--- src/design/irup_pkg.sv ---
package irup_pkg;

    // Default limits for one reply.
    localparam int MAX_NAME_CHARS_DEF  = 10;
    localparam int MAX_REPLY_BYTES_DEF = 128;

    // Result queue sizing. The depth is a power of two so the pointers wrap naturally.
    localparam int QUEUE_DEPTH = 4;
    localparam int QUEUE_PTR_W = $clog2(QUEUE_DEPTH);
    localparam int QUEUE_CNT_W = $clog2(QUEUE_DEPTH + 1);

    // Result kinds.
    localparam logic KIND_NAME    = 1'b0;
    localparam logic KIND_VERDICT = 1'b1;

    typedef struct packed {
        logic [7:0] reply_byte;
        logic       final_byte;
    } irup_reply_t;

    typedef struct packed {
        logic       kind;
        logic [7:0] name_char;
        logic       ident_valid;
        logic       run_end;
    } irup_result_t;

    // Results produced by one byte, in delivery order. The count is zero, one or two.
    typedef struct packed {
        logic [1:0]   cnt;
        irup_result_t first;
        irup_result_t second;
    } irup_push_t;

endpackage

--- src/design/irup_parse.sv ---
module irup_parse
    import irup_pkg::*;
#(
    parameter int MAX_NAME_CHARS  = MAX_NAME_CHARS_DEF,
    parameter int MAX_REPLY_BYTES = MAX_REPLY_BYTES_DEF
)
(
    input  logic        clk,
    input  logic        rst_n,
    input  logic        fire,
    input  irup_reply_t reply,
    output irup_push_t  push
);

    localparam logic [2:0] ST_REMOTE  = 3'd0;
    localparam logic [2:0] ST_LOCAL   = 3'd1;
    localparam logic [2:0] ST_KEYWORD = 3'd2;
    localparam logic [2:0] ST_OSTYPE  = 3'd3;
    localparam logic [2:0] ST_SKIP    = 3'd4;
    localparam logic [2:0] ST_EMIT    = 3'd5;
    localparam logic [2:0] ST_DONE    = 3'd6;
    localparam logic [2:0] ST_FAIL    = 3'd7;

    localparam logic [1:0] PH_SPACE  = 2'd0;
    localparam logic [1:0] PH_SIGN   = 2'd1;
    localparam logic [1:0] PH_DIGITS = 2'd2;
    localparam logic [1:0] PH_OVER   = 2'd3;

    localparam logic [7:0] CH_NUL     = 8'h00;
    localparam logic [7:0] CH_SPACE   = 8'h20;
    localparam logic [7:0] CH_TAB     = 8'h09;
    localparam logic [7:0] CH_CR      = 8'h0D;
    localparam logic [7:0] CH_PLUS    = 8'h2B;
    localparam logic [7:0] CH_COMMA   = 8'h2C;
    localparam logic [7:0] CH_MINUS   = 8'h2D;
    localparam logic [7:0] CH_ZERO    = 8'h30;
    localparam logic [7:0] CH_NINE    = 8'h39;
    localparam logic [7:0] CH_COLON   = 8'h3A;
    localparam logic [7:0] CH_AT      = 8'h40;
    localparam logic [7:0] CH_U       = 8'h55;
    localparam logic [7:0] CH_BRACKET = 8'h5B;
    localparam logic [7:0] CH_CARET   = 8'h5E;
    localparam logic [7:0] CH_TILDE   = 8'h7E;

    localparam logic [2:0] KEYWORD_LEN = 3'd6;

    typedef struct packed {
        logic [2:0] stage;
        logic [1:0] phase;
        logic       remote_nz;
        logic       local_nz;
        logic [2:0] kw_prog;
        logic       kw_found;
        logic [7:0] bytes_taken;
        logic [6:0] name_room;
        logic       reply_ended;
    } irup_state_t;

    typedef struct packed {
        logic [1:0] phase;
        logic       nz;
    } irup_scan_t;

    localparam irup_state_t STATE_INIT = '{
        stage:       ST_REMOTE,
        phase:       PH_SPACE,
        remote_nz:   1'b0,
        local_nz:    1'b0,
        kw_prog:     3'd0,
        kw_found:    1'b0,
        bytes_taken: 8'd0,
        name_room:   7'(MAX_NAME_CHARS),
        reply_ended: 1'b0
    };

    function automatic logic is_white(input logic [7:0] c);
        return (c == CH_SPACE) || ((c >= CH_TAB) && (c <= CH_CR));
    endfunction

    // Letters of the USERID keyword, by position.
    function automatic logic [7:0] keyword_char(input logic [2:0] idx);
        logic [7:0] ch;
        case (idx)
            3'd0:    ch = 8'h55;
            3'd1:    ch = 8'h53;
            3'd2:    ch = 8'h45;
            3'd3:    ch = 8'h52;
            3'd4:    ch = 8'h49;
            3'd5:    ch = 8'h44;
            default: ch = 8'h00;
        endcase
        return ch;
    endfunction

    // One step of the atoi-style port scanner.
    function automatic irup_scan_t port_scan(input logic [1:0] phase, input logic [7:0] c);
        irup_scan_t r;
        logic       digit;
        digit   = (c >= CH_ZERO) && (c <= CH_NINE);
        r.phase = phase;
        r.nz    = 1'b0;
        case (phase)
            PH_SPACE, PH_SIGN, PH_DIGITS:
            begin
                if ((phase == PH_SPACE) && is_white(c))
                begin
                    r.phase = PH_SPACE;
                end
                else if ((phase == PH_SPACE) && ((c == CH_PLUS) || (c == CH_MINUS)))
                begin
                    r.phase = PH_SIGN;
                end
                else if (digit)
                begin
                    r.phase = PH_DIGITS;
                    r.nz    = (c != CH_ZERO);
                end
                else
                begin
                    r.phase = PH_OVER;
                end
            end
            default:
            begin
                r.phase = PH_OVER;
            end
        endcase
        return r;
    endfunction

    irup_state_t  state_reg;
    irup_state_t  state_next;
    irup_state_t  step_state;
    irup_scan_t   scan;
    logic [7:0]   c;
    logic         fin;
    logic         emit;
    logic         verdict;
    logic [2:0]   kw_step;
    logic [6:0]   room_dec;
    irup_result_t name_res;
    irup_result_t verdict_res;

    assign c   = reply.reply_byte;
    assign fin = reply.final_byte;

    always_comb
    begin
        step_state = state_reg;
        emit       = 1'b0;
        scan       = port_scan(state_reg.phase, c);
        room_dec   = (state_reg.name_room != 7'd0) ? (state_reg.name_room - 7'd1)
                                                   : state_reg.name_room;

        // Keyword matcher: extend the match or restart it on a fresh 'U'.
        if ((state_reg.kw_prog < KEYWORD_LEN) && (c == keyword_char(state_reg.kw_prog)))
        begin
            kw_step = state_reg.kw_prog + 3'd1;
        end
        else
        begin
            kw_step = (c == CH_U) ? 3'd1 : 3'd0;
        end

        if (!state_reg.reply_ended)
        begin
            if (state_reg.bytes_taken >= 8'(MAX_REPLY_BYTES))
            begin
                step_state.reply_ended = 1'b1;
            end
            else
            begin
                if (state_reg.bytes_taken != 8'hFF)
                begin
                    step_state.bytes_taken = state_reg.bytes_taken + 8'd1;
                end
                if (c == CH_NUL)
                begin
                    step_state.reply_ended = 1'b1;
                end
                else
                begin
                    case (state_reg.stage)
                        ST_REMOTE:
                        begin
                            if (c == CH_COMMA)
                            begin
                                step_state.stage = ST_LOCAL;
                                step_state.phase = PH_SPACE;
                            end
                            else if (c == CH_COLON)
                            begin
                                step_state.stage = ST_FAIL;
                            end
                            else
                            begin
                                step_state.phase     = scan.phase;
                                step_state.remote_nz = state_reg.remote_nz | scan.nz;
                            end
                        end
                        ST_LOCAL:
                        begin
                            if (c == CH_COLON)
                            begin
                                if (state_reg.remote_nz && state_reg.local_nz)
                                begin
                                    step_state.stage   = ST_KEYWORD;
                                    step_state.kw_prog = 3'd0;
                                end
                                else
                                begin
                                    step_state.stage = ST_FAIL;
                                end
                            end
                            else
                            begin
                                step_state.phase    = scan.phase;
                                step_state.local_nz = state_reg.local_nz | scan.nz;
                            end
                        end
                        ST_KEYWORD:
                        begin
                            if (c == CH_COLON)
                            begin
                                step_state.stage = state_reg.kw_found ? ST_OSTYPE : ST_FAIL;
                            end
                            else if (kw_step >= KEYWORD_LEN)
                            begin
                                step_state.kw_found = 1'b1;
                                step_state.kw_prog  = 3'd0;
                            end
                            else
                            begin
                                step_state.kw_prog = kw_step;
                            end
                        end
                        ST_OSTYPE:
                        begin
                            if (c == CH_COLON)
                            begin
                                step_state.stage = ST_SKIP;
                            end
                        end
                        ST_SKIP, ST_EMIT:
                        begin
                            // Leading '~' and '^' are dropped only before any other byte of the name field.
                            if (!((state_reg.stage == ST_SKIP) &&
                                  ((c == CH_TILDE) || (c == CH_CARET))))
                            begin
                                step_state.stage = ST_EMIT;
                                if (c == CH_AT)
                                begin
                                    step_state.stage = ST_DONE;
                                end
                                else if (!(is_white(c) || (c == CH_COLON) ||
                                           (c == CH_BRACKET)))
                                begin
                                    emit                 = 1'b1;
                                    step_state.name_room = room_dec;
                                    if (room_dec == 7'd0)
                                    begin
                                        step_state.stage = ST_DONE;
                                    end
                                end
                            end
                        end
                        default:
                        begin
                        end
                    endcase
                end
            end
        end

        verdict    = step_state.stage inside {ST_SKIP, ST_EMIT, ST_DONE};
        state_next = fin ? STATE_INIT : step_state;
    end

    always_comb
    begin
        name_res.kind        = KIND_NAME;
        name_res.name_char   = c;
        name_res.ident_valid = 1'b0;
        name_res.run_end     = !fin;

        verdict_res.kind        = KIND_VERDICT;
        verdict_res.name_char   = 8'd0;
        verdict_res.ident_valid = verdict;
        verdict_res.run_end     = 1'b1;

        push.first  = emit ? name_res : verdict_res;
        push.second = verdict_res;
        push.cnt    = fire ? ({1'b0, emit} + {1'b0, fin}) : 2'd0;
    end

    always_ff @(posedge clk or negedge rst_n)
    begin
        if (!rst_n)
        begin
            state_reg <= STATE_INIT;
        end
        else if (fire)
        begin
            state_reg <= state_next;
        end
    end

    // A final byte always leaves the parser ready for a new reply.
    a_final_restarts: assert property (@(posedge clk) disable iff (!rst_n)
        fire && fin |=> (state_reg.stage == ST_REMOTE) && (state_reg.bytes_taken == 8'd0))
        else $error("parser state not restarted after final byte");

    // Name bytes come only out of the name stages of a live reply.
    a_emit_stage: assert property (@(posedge clk) disable iff (!rst_n)
        fire && emit |-> !state_reg.reply_ended &&
                         ((state_reg.stage == ST_SKIP) || (state_reg.stage == ST_EMIT)))
        else $error("name byte emitted outside the name field");

    // The name budget is never exceeded within one reply.
    a_room_bound: assert property (@(posedge clk) disable iff (!rst_n)
        state_reg.name_room <= 7'(MAX_NAME_CHARS))
        else $error("name room above its limit");

endmodule

--- src/design/irup_result_queue.sv ---
module irup_result_queue
    import irup_pkg::*;
(
    input  logic         clk,
    input  logic         rst_n,
    input  irup_push_t   push,
    output logic         room,
    output logic         result_valid,
    input  logic         result_stall,
    output irup_result_t result
);

    irup_result_t           mem_reg [QUEUE_DEPTH];
    logic [QUEUE_PTR_W-1:0] wr_ptr_reg;
    logic [QUEUE_PTR_W-1:0] wr_ptr_next;
    logic [QUEUE_PTR_W-1:0] rd_ptr_reg;
    logic [QUEUE_PTR_W-1:0] rd_ptr_next;
    logic [QUEUE_CNT_W-1:0] count_reg;
    logic [QUEUE_CNT_W-1:0] count_next;
    logic                   pop;

    assign result_valid = (count_reg != '0);
    assign result       = mem_reg[rd_ptr_reg];
    assign pop          = result_valid && !result_stall;
    // Room for the worst case of two results, regardless of a pop this cycle.
    assign room         = (count_reg <= QUEUE_CNT_W'(QUEUE_DEPTH - 2));

    always_comb
    begin
        wr_ptr_next = wr_ptr_reg + QUEUE_PTR_W'(push.cnt);
        rd_ptr_next = pop ? (rd_ptr_reg + QUEUE_PTR_W'(1)) : rd_ptr_reg;
        count_next  = count_reg + QUEUE_CNT_W'(push.cnt) - QUEUE_CNT_W'(pop);
    end

    always_ff @(posedge clk)
    begin
        if (push.cnt != 2'd0)
        begin
            mem_reg[wr_ptr_reg] <= push.first;
        end
        if (push.cnt == 2'd2)
        begin
            mem_reg[wr_ptr_reg + QUEUE_PTR_W'(1)] <= push.second;
        end
    end

    always_ff @(posedge clk or negedge rst_n)
    begin
        if (!rst_n)
        begin
            wr_ptr_reg <= '0;
            rd_ptr_reg <= '0;
            count_reg  <= '0;
        end
        else
        begin
            wr_ptr_reg <= wr_ptr_next;
            rd_ptr_reg <= rd_ptr_next;
            count_reg  <= count_next;
        end
    end

    a_no_overflow: assert property (@(posedge clk) disable iff (!rst_n)
        count_reg <= QUEUE_CNT_W'(QUEUE_DEPTH))
        else $error("result queue overflow");

    a_push_with_room: assert property (@(posedge clk) disable iff (!rst_n)
        push.cnt != 2'd0 |-> room)
        else $error("results pushed without room");

    a_pointer_gap: assert property (@(posedge clk) disable iff (!rst_n)
        (wr_ptr_reg - rd_ptr_reg) == QUEUE_PTR_W'(count_reg))
        else $error("result queue pointers and count disagree");

endmodule

--- src/design/ident_reply_username_parser.sv ---
// Path: an accepted request is held in the input register, parsed once the result queue
// has room, and its results are written to the result queue, from which they are offered.
// Throughput: one request per cycle while reply_stall is low; a request that yields a name
// byte and a verdict puts two results into the four-entry result queue.
// Reset: rst_n is asynchronous and active low; it empties the input register and the
// result queue and returns the parser to the start of a reply.
module ident_reply_username_parser
    import irup_pkg::*;
#(
    parameter int MAX_NAME_CHARS  = MAX_NAME_CHARS_DEF,
    parameter int MAX_REPLY_BYTES = MAX_REPLY_BYTES_DEF
)
(
    input  logic         clk,
    input  logic         rst_n,
    input  logic         reply_valid,
    output logic         reply_stall,
    input  irup_reply_t  reply,
    output logic         result_valid,
    input  logic         result_stall,
    output irup_result_t result
);

    // The input register holds one request. It is parsed once it is held there and
    // the result queue can absorb the worst case of two results.
    logic        hold_vld_reg;
    logic        hold_vld_next;
    irup_reply_t hold_reg;
    logic        room;
    logic        fire;
    logic        take;
    irup_push_t  push;

    assign fire        = hold_vld_reg && room;
    // Stall only while the held request cannot move on.
    assign reply_stall = hold_vld_reg && !room;
    assign take        = reply_valid && !reply_stall;

    always_comb
    begin
        if (take)
        begin
            hold_vld_next = 1'b1;
        end
        else if (fire)
        begin
            hold_vld_next = 1'b0;
        end
        else
        begin
            hold_vld_next = hold_vld_reg;
        end
    end

    always_ff @(posedge clk or negedge rst_n)
    begin
        if (!rst_n)
        begin
            hold_vld_reg <= 1'b0;
        end
        else
        begin
            hold_vld_reg <= hold_vld_next;
        end
    end

    // Payload needs no reset; it is only used while the valid flag is set.
    always_ff @(posedge clk)
    begin
        if (take)
        begin
            hold_reg <= reply;
        end
    end

    // The parser keeps the per-reply state and turns each byte into its results.
    irup_parse #(
        .MAX_NAME_CHARS  (MAX_NAME_CHARS),
        .MAX_REPLY_BYTES (MAX_REPLY_BYTES)
    ) u_parse (
        .clk   (clk),
        .rst_n (rst_n),
        .fire  (fire),
        .reply (hold_reg),
        .push  (push)
    );

    // The result queue decouples the parser from a stalled result port.
    irup_result_queue u_queue (
        .clk          (clk),
        .rst_n        (rst_n),
        .push         (push),
        .room         (room),
        .result_valid (result_valid),
        .result_stall (result_stall),
        .result       (result)
    );

endmodule
--- config.mk ---
export PLATFORM = sky130hd
export DESIGN_NAME = ident_reply_username_parser
export DESIGN_NICKNAME = d
export VERILOG_FILES = /design/src/design/irup_pkg.sv /design/src/design/irup_parse.sv /design/src/design/irup_result_queue.sv /design/src/design/ident_reply_username_parser.sv
export SDC_FILE = /design/constraint.sdc
export NUM_CORES = 1
export LEC_CHECK = 0
export BUFFER_PORTS_ARGS = -buffer_cell sky130_fd_sc_hd__clkbuf_2
export CELL_PAD_IN_SITES_DETAIL_PLACEMENT = 0
export CELL_PAD_IN_SITES_GLOBAL_PLACEMENT = 1
export CORE_UTILIZATION = 48
export DETAILED_ROUTE_END_ITERATION = 7
export PLACE_DENSITY_LB_ADDON = 0.1
export SYNTH_ARGS = -nofsm -noshare
export SYNTH_HDL_FRONTEND = slang
export SYNTH_SLANG_ARGS = --single-unit
--- constraint.sdc ---
create_clock -name clk -period 4.1 [get_ports clk]
set_input_delay 0.82 -clock clk [delete_from_list [all_inputs] [get_ports clk]]
set_output_delay 0.82 -clock clk [all_outputs]
set_load 0.02 [all_outputs]
# After elaboration in Yosys (flattened, before gate mapping)
# Memory sizes are Yosys's and may differ from the RTL's.
# Index checks and enable logic that the tools add are counted.
[totals]
regBits = 44
mem_bits_rw = 44
input_bits = 13
output_inout_bits = 13
elab_cells = 189
n_memories = 1
[mem_list]
columns = ["name", "depth", "word_bits", "rd", "rd_clocked_by_memory_dff", "write_ports", "line", "source"]
rows = [
  ["u_queue.mem_reg", 4, 11, 1, 0, 2, "irup_result_queue.sv:13", "irup_result_t mem_reg [QUEUE_DEPTH];"],
]
[op_classes]
add_sub_neg = 9
magnitude_cmp = 8
eq_ne = 42
mux = 65
bitwise = 2
reduce_logical = 47
[ops]
columns = ["operator", "count"]
rows = [
  ["two-way mux 27 bit", 2],
  ["two-way mux 7 bit", 6],
  ["case mux 7 bit (6 select lines)", 1],
  ["equality test 8 x 6 -> 1 bit, second input constant", 5],
  ["equality test 8 x 7 -> 1 bit, second input constant", 5],
  ["two-way mux 3 bit", 13],
  ["two-way mux 1 bit", 27],
  ["two-way mux 26 bit", 1],
  ["two-way mux 11 bit", 2],
  ["equality test 3 bit, second input constant", 7],
  ["AND reduction 7 bit", 3],
  ["inequality test 2 bit, second input constant", 8],
  ["AND reduction 8 bit", 2],
  ["nonzero test 2 bit", 8],
  ["case mux 3 bit (5 select lines)", 1],
  ["two-way mux 2 bit", 7],
  ["equality test 3 x 2 -> 1 bit, second input constant", 4],
  ["nonzero test 3 bit", 4],
  ["logical AND 1 bit", 11],
  ["adder 8 x 1 -> 8 bit, second input constant", 1],
  ["equality test 8 x 7 -> 1 bit", 1],
  [">= comparator 8 x 4 -> 1 bit, second input constant", 1],
  [">= comparator 8 x 6 -> 1 bit, second input constant", 1],
  [">= comparator 8 bit, second input constant", 1],
  ["37 further kinds", 51],
]

# Logic depth before layout (Yosys ltp)
[depth]
ltp_word = 17
ltp_mapped = 15
mapped_depth_nobuf = 12

# By module
# A second synthesis with hierarchy kept.
[unflattened]
hier_cells = 482
hier_area_um2 = 5565.3
[modules_own_cells]
columns = ["module", "n_inst", "cells_each", "area_each_um2", "seq_area_each_um2"]
rows = [
  ["irup_result_queue", 1, 147, 2657.5, 1496.4],
  ["irup_parse", 1, 320, 2573.7, 678.2],
  ["ident_reply_username_parser", 1, 15, 334.1, 295.3],
]

# Worst setup path after synthesis
# No wires, ideal clock.
[synth_timing]
path_type = "flip-flop to flip-flop"
start = "reg hold_reg[7] (netlist bit)"
end = "mem u_queue.mem_reg[1][1] (netlist bit) (enable)"
setup_time_ps = 260
t_arrival_ps = 3273
required_ps = 3840
slack_ps = 567
path_stages_with_launch = 13
n_path_buf = 2
period_less_slack_ps = 3533
path_cell_list = "edfxtp_1 -> buf_6 -> or4_4 -> or4b_1 -> o211a_2 -> nand2_1 -> inv_1 -> ha_1 -> clkbuf_1 -> o21ai_1 -> nor2_1 -> nor2_1 -> inv_1"
[synth_lines]
columns = ["element", "line", "source"]
rows = [
  ["start, declared", "ident_reply_username_parser.sv:28", "irup_reply_t hold_reg;"],
  ["start signal, assigned", "ident_reply_username_parser.sv:72", "hold_reg <= reply;"],
  ["end, declared", "irup_result_queue.sv:13", ""],
]

==> summary.md <==
| Metric | Value |
|---|---|
| Count of state elements after synthesis | 88 |
| Post-synthesis cell area | 4720 um^2 |
| Post-Layout Inst Area | 5220 um^2 |
| Total leakage power | 2.14 nW |
| Post-cts resize count | 0 |
| Worst hold slack | 0.469 ns |
| Die Footprint | 10,200 um^2 |
| Setup repair after global routing missed its margin | false |
| Drt drc | 0 |
| Worst Tran Pin Value | 0.872 ns |
| Layout cell share with drive strength beyond 1 | 0.181 |
| Worst setup slack after layout | 0.506 ns |
| Commonest non-fill, non-tap cell in the layout | sky130_fd_sc_hd__dfxtp_1 |
| Avg Vias per Cell | 5.90 |
| I/O Buffers | 25 |
| # clock sinks | 88 |
| Pre-CTS WS | 0.521 ns |
| Via count | 3,766 |
| Final net count | 531 |
| Met1 GRT Util | 0.319 |
| Top cell family by delay on the critical path | simple AND/OR/NAND/NOR gates |
| Num CTS Buffers | 9 |
| Length of the first detailed-routing pass in iterations | 4 |
| Setup TNS | 0 ns |
| Cell Chain, Critical Path | or4_4 > or4b_1 > o211a_2 > nand2_1 > inv_1 > ha_1 > o21ai_1 > nor3_1 > nor2_1 > inv_1 > a2bb2oi_1 |
| Post-route insts no fill | 638 |
| Io pins | 26 |
| Cells on worst reg2reg path | 11 |
| Gr ovfl total | 0 |
| Total number of H-tree levels | 3 |
| WP buf/inv | 2 |
| Global-route layer with the greatest usage | met2 |
| DRT iter0 DRCs | 163 |
| ANT nets after route | 0 |
| Timing-limited maximum frequency | 278 MHz |
| Via count of the first global-routing pass | 3,532 |
| Slowest stage cell on the critical path | sky130_fd_sc_hd__or4_4 |
| Initial antenna violation count | 0 |
| Data arrival at the endpoint of the critical path | 3.84 ns |
| Area added between synthesis and finish | 10.7% |
| Effective utilization at floorplan | 0.503 |
| Hold buffers post-CTS | 0 |
| Met2 Track Usage GR | 0.374 |
| Outcome | finished, final reports clean |
| Async set or reset register ratio after synthesis | 0.398 |
| Later-pin clock latency in the skew report | 0.37 ns |
| Max Cap Violations | 0 |
| Type of element capturing the critical path | flip-flop |
| Number of pins exceeding their max-slew limit in the final report | 0 |
| Slowest stage delay, CP | 0.60 ns |
| Detailed-route wire length | 10,900 um |
| Power density of the placed cells | 517 nW/um^2 |
| Max transition margin | 0.419 |
| Number of setup buffers added after CTS | 0 |
| Routability congestion estimate | 0.868 |
| Commonest cells after routing, fill and taps aside | 40 x sky130_fd_sc_hd__dfxtp_1, 38 x sky130_fd_sc_hd__nor2_1, 33 x sky130_fd_sc_hd__a22o_1, 33 x sky130_fd_sc_hd__dfrtp_1, 30 x sky130_fd_sc_hd__inv_1 |
| Worst Hold Depth | 2 |
| Nets in the synthesized netlist | 504 |
| Startpoint-to-endpoint class of the critical path | flip-flop to flip-flop |
| Standard-cell rows | 35 |
| Number of flip-flops under the largest register name | 44 |
| Final Critical Period | 3.59 ns |
| Horizontal die dimension | 101 um |
| Maximum ir drop on the vdd rail | 0.251 mV |
| Avg Inst Size Synth | 9.89 um^2 |
| CTS tree | built |
| Maximum number of pins on one net before global-route repair | 36 |
| Total of warnings raised by yosys | 0 |
| Number of enable flip-flop cells after synthesis | 13 |
| Half-perimeter wire length after placement | 7790 um |
| Endpoint, Worst Hold | u_queue.mem_reg[3][0] |
| Period utilization | 0.876 |
| Global-route wire length before repair | 18,100 um |
| Buffer depth of the longest clock path | 2 |
| Routed WL per cell | 17.2 um |
| Met3 track demand over resource in global routing | 0.0455 |
| Clock-pin transition on the worst setup and hold timing paths | 0.10 ns |
| Critical Path Fanout Max | 11 |
| Max Clock Skew | 0.0166 ns |
| Data required, critical path | 4.35 ns |
| Std-Cell Core Area | 9370 um^2 |
| Gate count after technology mapping | 477 |
| Die Span Y | 101 um |
| Worst Hold Launch | u_queue.mem_reg[3][0] |
| Main synth FF type | sky130_fd_sc_hd__dfxtp_1 |
| Unique masters post-synth | 69 |
| Worst flop-to-flop path endpoint | u_queue.mem_reg[0][0] |
| Ant. Diodes | 0 |
| Type of origin of the critical path | flip-flop |
| Launching point of the worst reg2reg path | hold_reg[6] |
| Proportion of synthesized chip area in sequential cells | 0.439 |
| Number of hold-slack violations in the final timing report | 0 |
| Total routing resource utilization after global routing | 0.231 |
| Cells after DPL | 622 |
| Cell with the most instances on the worst path | sky130_fd_sc_hd__inv_1 |
| Reg2reg setup slack | 0.51 ns |
| Hold Crit Class | flip-flop to flip-flop |
| Cell chosen for the clock root | sky130_fd_sc_hd__clkbuf_8 |
| Final count of negative-setup-slack endpoints | 0 |
| Area of placed instances | 5030 um^2 |
==> power breakdown <==
part / total (mW) / switching, mW / leakage [nW] / internal (mW)
combinational: 0.882 / 0.511 / 1.14 / 0.371
clock: 0.598 / 0.358 / 0.100 / 0.240
sequential: 1.22 / 0.191 / 0.894 / 1.03
total: 2.70 / 1.06 / 2.14 / 1.64
==> worst register-to-register path, stage by stage (launching register included) <==
cell and delay (ns):
sky130_fd_sc_hd__edfxtp_1 0.53, sky130_fd_sc_hd__or4_4 0.60, sky130_fd_sc_hd__or4b_1 0.51, sky130_fd_sc_hd__o211a_2 0.17
sky130_fd_sc_hd__nand2_1 0.09, sky130_fd_sc_hd__inv_1 0.06, sky130_fd_sc_hd__ha_1 0.35, sky130_fd_sc_hd__o21ai_1 0.20
sky130_fd_sc_hd__nor3_1 0.08, sky130_fd_sc_hd__nor2_1 0.58, sky130_fd_sc_hd__inv_1 0.15, sky130_fd_sc_hd__a2bb2oi_1 0.16
==> worst max-delay path by stage <==
stage,startpoint,to,slack (ns),depth (start not counted)
2_1_floorplan,hold_reg[7],u_queue.mem_reg[1][1],0.57,12
3_3_place_gp,hold_reg[6],u_queue.count_reg[2],0.62,11
3_5_place_dp,hold_reg[6],u_queue.count_reg[2],0.52,11
4_1_cts,hold_reg[6],u_queue.count_reg[2],0.50,11
5_1_grt,hold_reg[4],u_queue.mem_reg[1][8],0.20,11
6_report,hold_reg[6],u_queue.mem_reg[0][0],0.51,11
==> per-layer routing <==
layer	wire length [um]	vias up
met4	48	0
met2	5320	71
met3	412	4
li1	-	1827
met5	0	-
met1	5170	1864
==> final cells by class <==
class                      count  area, um^2
tap                          129         161
clock inverter                 7        68.8
fill                         881        4150
timing repair buffer          45         275
multi-input combinational    330        2410
sequential                    88        2070
inverter                      30         113
clock buffer                   9         124
==> synthesized netlist by cell type, types with 5 or more instances <==
| cell type | count | area (um^2) |
|---|---|---|
| sky130_fd_sc_hd__a211oi_1 | 6 | 45.0 |
| sky130_fd_sc_hd__a21oi_1 | 19 | 95.1 |
| sky130_fd_sc_hd__a22o_1 | 33 | 289 |
| sky130_fd_sc_hd__a31oi_1 | 9 | 56.3 |
| sky130_fd_sc_hd__and3_1 | 5 | 31.3 |
| sky130_fd_sc_hd__buf_1 | 5 | 18.8 |
| sky130_fd_sc_hd__clkbuf_1 | 19 | 71.3 |
| sky130_fd_sc_hd__dfrtp_1 | 33 | 826 |
| sky130_fd_sc_hd__dfxtp_1 | 40 | 801 |
| sky130_fd_sc_hd__edfxtp_1 | 13 | 390 |
| sky130_fd_sc_hd__ha_1 | 13 | 163 |
| sky130_fd_sc_hd__inv_1 | 30 | 113 |
| sky130_fd_sc_hd__mux4_2 | 11 | 248 |
| sky130_fd_sc_hd__nand2_1 | 26 | 97.6 |
| sky130_fd_sc_hd__nand2b_1 | 5 | 31.3 |
| sky130_fd_sc_hd__nor2_1 | 38 | 143 |
| sky130_fd_sc_hd__nor2b_1 | 6 | 37.5 |
| sky130_fd_sc_hd__nor3_1 | 16 | 80.1 |
| sky130_fd_sc_hd__o211ai_1 | 6 | 45.0 |
| sky130_fd_sc_hd__o21a_1 | 6 | 45.0 |
| sky130_fd_sc_hd__o21ai_0 | 22 | 110 |
| sky130_fd_sc_hd__or3_1 | 8 | 50.1 |
| sky130_fd_sc_hd__xnor2_1 | 7 | 61.3 |
| sky130_fd_sc_hd__xor2_1 | 5 | 43.8 |
==> logic make-up (layout without fill, tap and decap cells) <==
| group | count (synthesis) | in the layout | synth area share |
|---|---|---|---|
| and+or+nand+nor | 149 | 149 | 0.175 |
| AOI/OAI and AO/OA | 140 | 140 | 0.214 |
| DFF | 88 | 88 | 0.439 |
| buffers and inverters | 59 | 91 | 0.0501 |
| muxes | 15 | 15 | 0.0613 |
| adders and majority gates | 14 | 14 | 0.0387 |
| xor gates and xnor gates | 12 | 12 | 0.0223 |
==> metrics by stage <==
stage | power (mW) | utilization
finish | 2.70 | 0.557
global route | 2.89 | 0.557
CTS | 2.72 | 0.557
detailed placement | 2.13 | 0.537
global placement | 2.11 | 0.537
floorplan | 1.86 | -
Power figures use the tool's default switching activity.
